--- src/rtl/mexp_pkg.sv ---
package mexp_pkg;

  localparam int EXP_BITS  = 63;
  localparam int MOD_BITS  = 31;
  localparam int BASE_BITS = 32;

  localparam int EXP_CW  = (EXP_BITS > 1) ? $clog2(EXP_BITS) : 1;
  localparam int MUL_CW  = (MOD_BITS > 1) ? $clog2(MOD_BITS) : 1;
  localparam int BASE_CW = $clog2(BASE_BITS);

  localparam logic [63:0] MOD_RESET_FULL = 64'd1000000007;
  localparam logic [MOD_BITS-1:0] MOD_RESET = MOD_RESET_FULL[MOD_BITS-1:0];

  localparam logic [EXP_CW-1:0]  EXP_LAST  = EXP_CW'(EXP_BITS - 1);
  localparam logic [MUL_CW-1:0]  MUL_LAST  = MUL_CW'(MOD_BITS - 1);
  localparam logic [BASE_CW-1:0] BASE_LAST = BASE_CW'(BASE_BITS - 1);

  typedef enum logic [4:0] {
    S_IDLE = 5'b00001,
    S_RED  = 5'b00010,
    S_SQR  = 5'b00100,
    S_MUL  = 5'b01000,
    S_DONE = 5'b10000
  } mexp_state_t;

endpackage

--- src/rtl/modular_exponentiation.sv ---
// Channel   Direction  Handshake          Payload
// in_       input      in_valid/in_stall  in_base, in_exponent
// out_      output     out_valid/out_stall out_power
// cfg_      input      cfg_valid/cfg_ready cfg_modulus
//
// One item at a time. The base is first reduced bit-serially by the modulus, then every
// exponent bit costs one bit-serial modular squaring plus one bit-serial modular
// multiplication when the bit is set. A zero exponent or zero modulus skips the
// reduction and the exponent loop and goes straight to the result.
// Reset restores the modulus to 1000000007. A stalled result is held in the output
// register while the next item is accepted and computed.
module modular_exponentiation
  import mexp_pkg::*;
(
  input  logic                clk,
  input  logic                rst_n,
  input  logic                in_valid,
  output logic                in_stall,
  input  logic [BASE_BITS-1:0] in_base,
  input  logic [EXP_BITS-1:0] in_exponent,
  output logic                out_valid,
  input  logic                out_stall,
  output logic [MOD_BITS-1:0] out_power,
  input  logic                cfg_valid,
  output logic                cfg_ready,
  input  logic [MOD_BITS-1:0] cfg_modulus
);

  mexp_state_t state_r, state_nxt;
  logic [MOD_BITS-1:0]  mod_r, mod_nxt;
  logic [BASE_BITS-1:0] base_r, base_nxt;
  logic [EXP_BITS-1:0]  exp_r, exp_nxt;
  logic [MOD_BITS-1:0]  b_r, b_nxt;
  logic [MOD_BITS-1:0]  acc_r, acc_nxt;
  logic [MOD_BITS-1:0]  prod_r, prod_nxt;
  logic [MOD_BITS-1:0]  y_r, y_nxt;
  logic [MUL_CW-1:0]    mcnt_r, mcnt_nxt;
  logic [EXP_CW-1:0]    ecnt_r, ecnt_nxt;
  logic [BASE_CW-1:0]   bcnt_r, bcnt_nxt;
  logic                 out_valid_r, out_valid_nxt;
  logic [MOD_BITS-1:0]  out_power_r, out_power_nxt;

  logic                 in_xfer;
  logic [MOD_BITS:0]    mod_ext;
  logic [MOD_BITS:0]    red_sh;
  logic [MOD_BITS-1:0]  red_res;
  logic [MOD_BITS-1:0]  mul_x;
  logic [MOD_BITS:0]    dbl;
  logic [MOD_BITS-1:0]  dbl_red;
  logic [MOD_BITS:0]    sum;
  logic [MOD_BITS-1:0]  mul_res;
  logic                 exp_last;

  assign in_xfer   = in_valid && !in_stall;
  assign in_stall  = (state_r != S_IDLE);
  assign cfg_ready = 1'b1;
  assign out_valid = out_valid_r;
  assign out_power = out_power_r;
  assign mod_ext   = {1'b0, mod_r};
  assign exp_last  = (ecnt_r == '0);

  // Base reduction step: shift in one base bit and subtract the modulus once if not below it.
  always_comb begin
    red_sh = {prod_r, base_r[BASE_BITS-1]};
    if (red_sh >= mod_ext) begin
      red_sh = red_sh - mod_ext;
    end
    red_res = red_sh[MOD_BITS-1:0];
  end

  // Interleaved modular multiplication step: double, then add x if the multiplier bit is set.
  always_comb begin
    mul_x = (state_r == S_MUL) ? b_r : acc_r;
    dbl = {prod_r, 1'b0};
    if (dbl >= mod_ext) begin
      dbl = dbl - mod_ext;
    end
    dbl_red = dbl[MOD_BITS-1:0];
    sum = {1'b0, dbl_red} + (y_r[MOD_BITS-1] ? {1'b0, mul_x} : '0);
    if (sum >= mod_ext) begin
      sum = sum - mod_ext;
    end
    mul_res = sum[MOD_BITS-1:0];
  end

  always_comb begin
    state_nxt     = state_r;
    mod_nxt       = mod_r;
    base_nxt      = base_r;
    exp_nxt       = exp_r;
    b_nxt         = b_r;
    acc_nxt       = acc_r;
    prod_nxt      = prod_r;
    y_nxt         = y_r;
    mcnt_nxt      = mcnt_r;
    ecnt_nxt      = ecnt_r;
    bcnt_nxt      = bcnt_r;
    out_valid_nxt = out_valid_r;
    out_power_nxt = out_power_r;

    if (cfg_valid && cfg_ready) begin
      mod_nxt = cfg_modulus;
    end
    if (out_valid_r && !out_stall) begin
      out_valid_nxt = 1'b0;
    end

    unique case (state_r)
      S_IDLE: begin
        if (in_xfer) begin
          base_nxt = in_base;
          exp_nxt  = in_exponent;
          prod_nxt = '0;
          bcnt_nxt = BASE_LAST;
          ecnt_nxt = EXP_LAST;
          if (in_exponent == '0) begin
            acc_nxt   = MOD_BITS'(1);
            state_nxt = S_DONE;
          end else if (mod_r == '0) begin
            acc_nxt   = '0;
            state_nxt = S_DONE;
          end else begin
            acc_nxt   = (mod_r == MOD_BITS'(1)) ? '0 : MOD_BITS'(1);
            state_nxt = S_RED;
          end
        end
      end
      S_RED: begin
        prod_nxt = red_res;
        base_nxt = base_r << 1;
        bcnt_nxt = bcnt_r - 1'b1;
        if (bcnt_r == '0) begin
          b_nxt     = red_res;
          prod_nxt  = '0;
          y_nxt     = acc_r;
          mcnt_nxt  = MUL_LAST;
          state_nxt = S_SQR;
        end
      end
      S_SQR, S_MUL: begin
        prod_nxt = mul_res;
        y_nxt    = y_r << 1;
        mcnt_nxt = mcnt_r - 1'b1;
        if (mcnt_r == '0) begin
          acc_nxt  = mul_res;
          prod_nxt = '0;
          y_nxt    = mul_res;
          mcnt_nxt = MUL_LAST;
          if (state_r == S_SQR && exp_r[EXP_BITS-1]) begin
            state_nxt = S_MUL;
          end else if (exp_last) begin
            state_nxt = S_DONE;
          end else begin
            exp_nxt   = exp_r << 1;
            ecnt_nxt  = ecnt_r - 1'b1;
            state_nxt = S_SQR;
          end
        end
      end
      S_DONE: begin
        if (!out_valid_r || !out_stall) begin
          out_power_nxt = acc_r;
          out_valid_nxt = 1'b1;
          state_nxt     = S_IDLE;
        end
      end
      default: begin
        state_nxt = S_IDLE;
      end
    endcase
  end

  always_ff @(posedge clk) begin
    if (!rst_n) begin
      state_r     <= S_IDLE;
      mod_r       <= MOD_RESET;
      out_valid_r <= 1'b0;
    end else begin
      state_r     <= state_nxt;
      mod_r       <= mod_nxt;
      out_valid_r <= out_valid_nxt;
    end
  end

  always_ff @(posedge clk) begin
    base_r      <= base_nxt;
    exp_r       <= exp_nxt;
    b_r         <= b_nxt;
    acc_r       <= acc_nxt;
    prod_r      <= prod_nxt;
    y_r         <= y_nxt;
    mcnt_r      <= mcnt_nxt;
    ecnt_r      <= ecnt_nxt;
    bcnt_r      <= bcnt_nxt;
    out_power_r <= out_power_nxt;
  end

endmodule

--- config.mk ---
export PLATFORM = sky130hd
export DESIGN_NAME = modular_exponentiation
export DESIGN_NICKNAME = d
export VERILOG_FILES = /design/src/rtl/mexp_pkg.sv /design/src/rtl/modular_exponentiation.sv
export SDC_FILE = /design/constraint.sdc
export NUM_CORES = 1
export LEC_CHECK = 0
export BUFFER_PORTS_ARGS = -buffer_cell sky130_fd_sc_hd__buf_4
export CAP_MARGIN = 10
export CELL_PAD_IN_SITES_DETAIL_PLACEMENT = 0
export CELL_PAD_IN_SITES_GLOBAL_PLACEMENT = 1
export CORE_UTILIZATION = 51
export CTS_CLUSTER_SIZE = 12
export DETAILED_ROUTE_END_ITERATION = 7
export PLACE_DENSITY = 0.88
export SYNTH_ARGS = -nofsm -noshare
export SYNTH_HDL_FRONTEND = slang
export SYNTH_SLANG_ARGS = --single-unit
--- constraint.sdc ---
create_clock -name clk -period 10.7 [get_ports clk]
set_input_delay 0.535 -clock clk [delete_from_list [all_inputs] [get_ports clk]]
set_output_delay 0.535 -clock clk [all_outputs]
set_load 0.1 [all_outputs]
==> flow_metrics.py <==
metrics = {
    "grt": {
        "grt_max_degree": 90,
        "overflow": 0,
        "antenna_found_initial": 0,
        "grt_pass1_wl_um": 96200,
        "grt_pass1_vias": 16099,
        "grtUsageTotal_pct": 33.1,
    },
    "drt": {
        "drc": 0,
        "vias": 16905,
        "dr.first_iter.drc_count": 1396,
        "antenna_left": 0,
        "via_per_inst": 6.00,
        "first_pass_iters": 5,
        "avgRoutedWirePerCell_um": 22.9,
        "routed_wl_um": 64600,
    },
    "clock_tree": {
        "insertion_delay_ns": 0.56,
        "path_clk_slew_ns": 0.07,
        "clock_sinks": 303,
        "hold_buffers": 0,
        "root_buffer": "clkbuf_16",
        "h-tree-depth": 2,
        "clk_path_buf_depth": 3,
        "cts_resized": 0,
        "cts-buffers-inserted": 36,
        "post-cts-setup-buffer-count": 0,
        "cts_tree": "yes",
    },
    "hold_path": {
        "hp-class": "in -> reg",
        "hold_start": "cfg_modulus[11]",
    },
    "worst_setup_path": {
        "cp_common_cell": "o21ai_0",
        "slowest_stage": "o21ai_0",
        "arrival_ns": 10.03,
        "cp_max_fo": 46,
        "worst-setup-path-type": "reg -> reg",
        "worstReg2RegStart": "mod_r[0]",
        "critPathTopFamily": "compound AO/OA/AOI/OAI gates",
        "critPathMaxStageDelay_ns": 0.77,
        "critPathRequiredTime_ns": 10.92,
        "startpoint": "mod_r[0]",
        "cp_num_buf_inv": 2,
        "end_kind": "flip-flop",
        "worstSetupStartpointType": "flip-flop",
    },
    "place": {
        "gp_congestion": 0.998,
        "hpwl_um": 48700,
        "dp_cells": 2753,
        "dp_slack_ns": 1.13,
        "place.port_buffers": 163,
    },
    "synth": {
        "synth_ff_type": "edfxtp_1",
        "synth.distinct_cells": 72,
        "synth_cells": 2176,
        "syn_area_um2": 19600,
        "synth_edf_count": 266,
        "seq_area_frac_synth_pct": 44.5,
        "ys_warn_count": 0,
        "syn_area_per_cell_um2": 9.01,
        "synthArstFlopShare_pct": 0,
        "syn_nets": 2408,
        "ys_seq_elements": 303,
    },
    "cells_and_area": {
        "layout_common_cells": "537 x nand2_1, 266 x edfxtp_1, 184 x buf_4",
        "layout-drive-gt1-share_pct": 12.4,
        "nets": 2512,
        "antenna_cells": 0,
        "area.growth.synth_to_final_pct": 13.9,
        "final_common_cell": "nand2_1",
        "final_cells": 2817,
    },
    "timing": {
        "setup_viol": 0,
        "finalHoldWorstSlack_ns": 0.191,
        "drv_slew": 0,
        "min_period_ns": 9.81,
        "worst_pin_slew_ns": 1.16,
        "fin_ws_ns": 0.890,
        "hold_viol": 0,
        "period_share_pct": 91.7,
        "slew_headroom_pct": 22.2,
        "rsz0062_at_grt": "no",
        "timing.fmax_mhz": 102,
        "setup-tns-final_ns": 0,
        "skew_ns": 0.0281,
    },
    "run_status": {
        "status": "complete, no violations",
    },
    "flow_run": {
        "cap_violations": 0,
    },
    "floorplanning": {
        "die_x_um": 198,
        "start_util_pct": 51.9,
        "io_pins": 165,
        "dieArea_um2": 39200,
        "core_area_um2": 37800,
        "fp.dieH_um": 198,
        "num_rows": 71,
    },
}
[area by class of cell]
class	instances	area, um^2
flip-flops and latches	303	8730
well taps	511	639
inverters	64	240
clock buffers	46	980
clock inverters	18	133
fillers	3356	15400
repair buffers	184	1380
multi-input cells	1691	10200
[routing by layer]
layer	GRT usage [%]	vias to the layer above	share of wire [%]
li1	-	7994	-
met1	42.3	8144	42
met2	54.4	607	47
met3	4.77	160	5.3
met5	0	-	0
met4	17.6	0	5.7
[per-stage QoR]
stage | instance area (um^2) | utilization (%)
CTS | 22300 | 59.1
floorplan | 19600 | -
finish | 22300 | 59.1
global route | 22300 | 59.1
global placement | 21200 | 56.2
detailed placement | 21200 | 56.2
[worst paths after layout]
check                  to  slack (ns)  depth (start not counted)
min reg2reg  out_power[5]        0.47                          0
min             mod_r[11]        0.19                          3
max            prod_r[16]        0.89                         27
max reg2reg    prod_r[16]        0.89                         27
[synth_stat cells, types with 27 or more instances]
master / number / area [um^2]
a21boi_0: 37 / 278
a21o_1: 50 / 375
a21oi_1: 130 / 651
clkbuf_1: 99 / 372
dfxtp_1: 37 / 741
edfxtp_1: 266 / 7990
ha_1: 97 / 1210
inv_1: 64 / 240
mux2i_1: 38 / 380
nand2_1: 538 / 2020
nand3_1: 27 / 135
nor2_1: 135 / 507
nor3_1: 30 / 150
nor4_1: 28 / 175
o211ai_1: 30 / 225
o21ai_0: 145 / 726
xnor2_1: 72 / 631
xor2_1: 44 / 385
[state kept, by name, summed over array words and instances, names as in the netlist]
name and cells:
out_valid 1, b_r 31, acc_r 31, bcnt_r 5, state_r 5, mod_r 31, exp_r 63, y_r 31
mcnt_r 5, prod_r 31, base_r 32, out_power 31, ecnt_r 6
[logic make-up after synthesis]
family                   count (synthesis)  synth area share, %
AO/OA/AOI/OAI                          544                 17.6
XOR/XNOR                               116                 5.18
adder cells (fa/ha/maj)                101                 6.60
buffers and inverters                  182                 3.76
flip-flops                             303                 44.5
multiplexers                            62                 3.33
other                                    1               0.0191
AND/OR/NAND/NOR                        867                 19.0
[worst min-delay path: cells and delay by family]
family	cells	cell delay (ns)
simple gates	1	0.04
compound gates	1	0.07
buf+inv	1	0.07
Power is left out: the tool's default activity adds up to more than one toggle a clock period on the data nets, which glitch-free logic cannot reach.
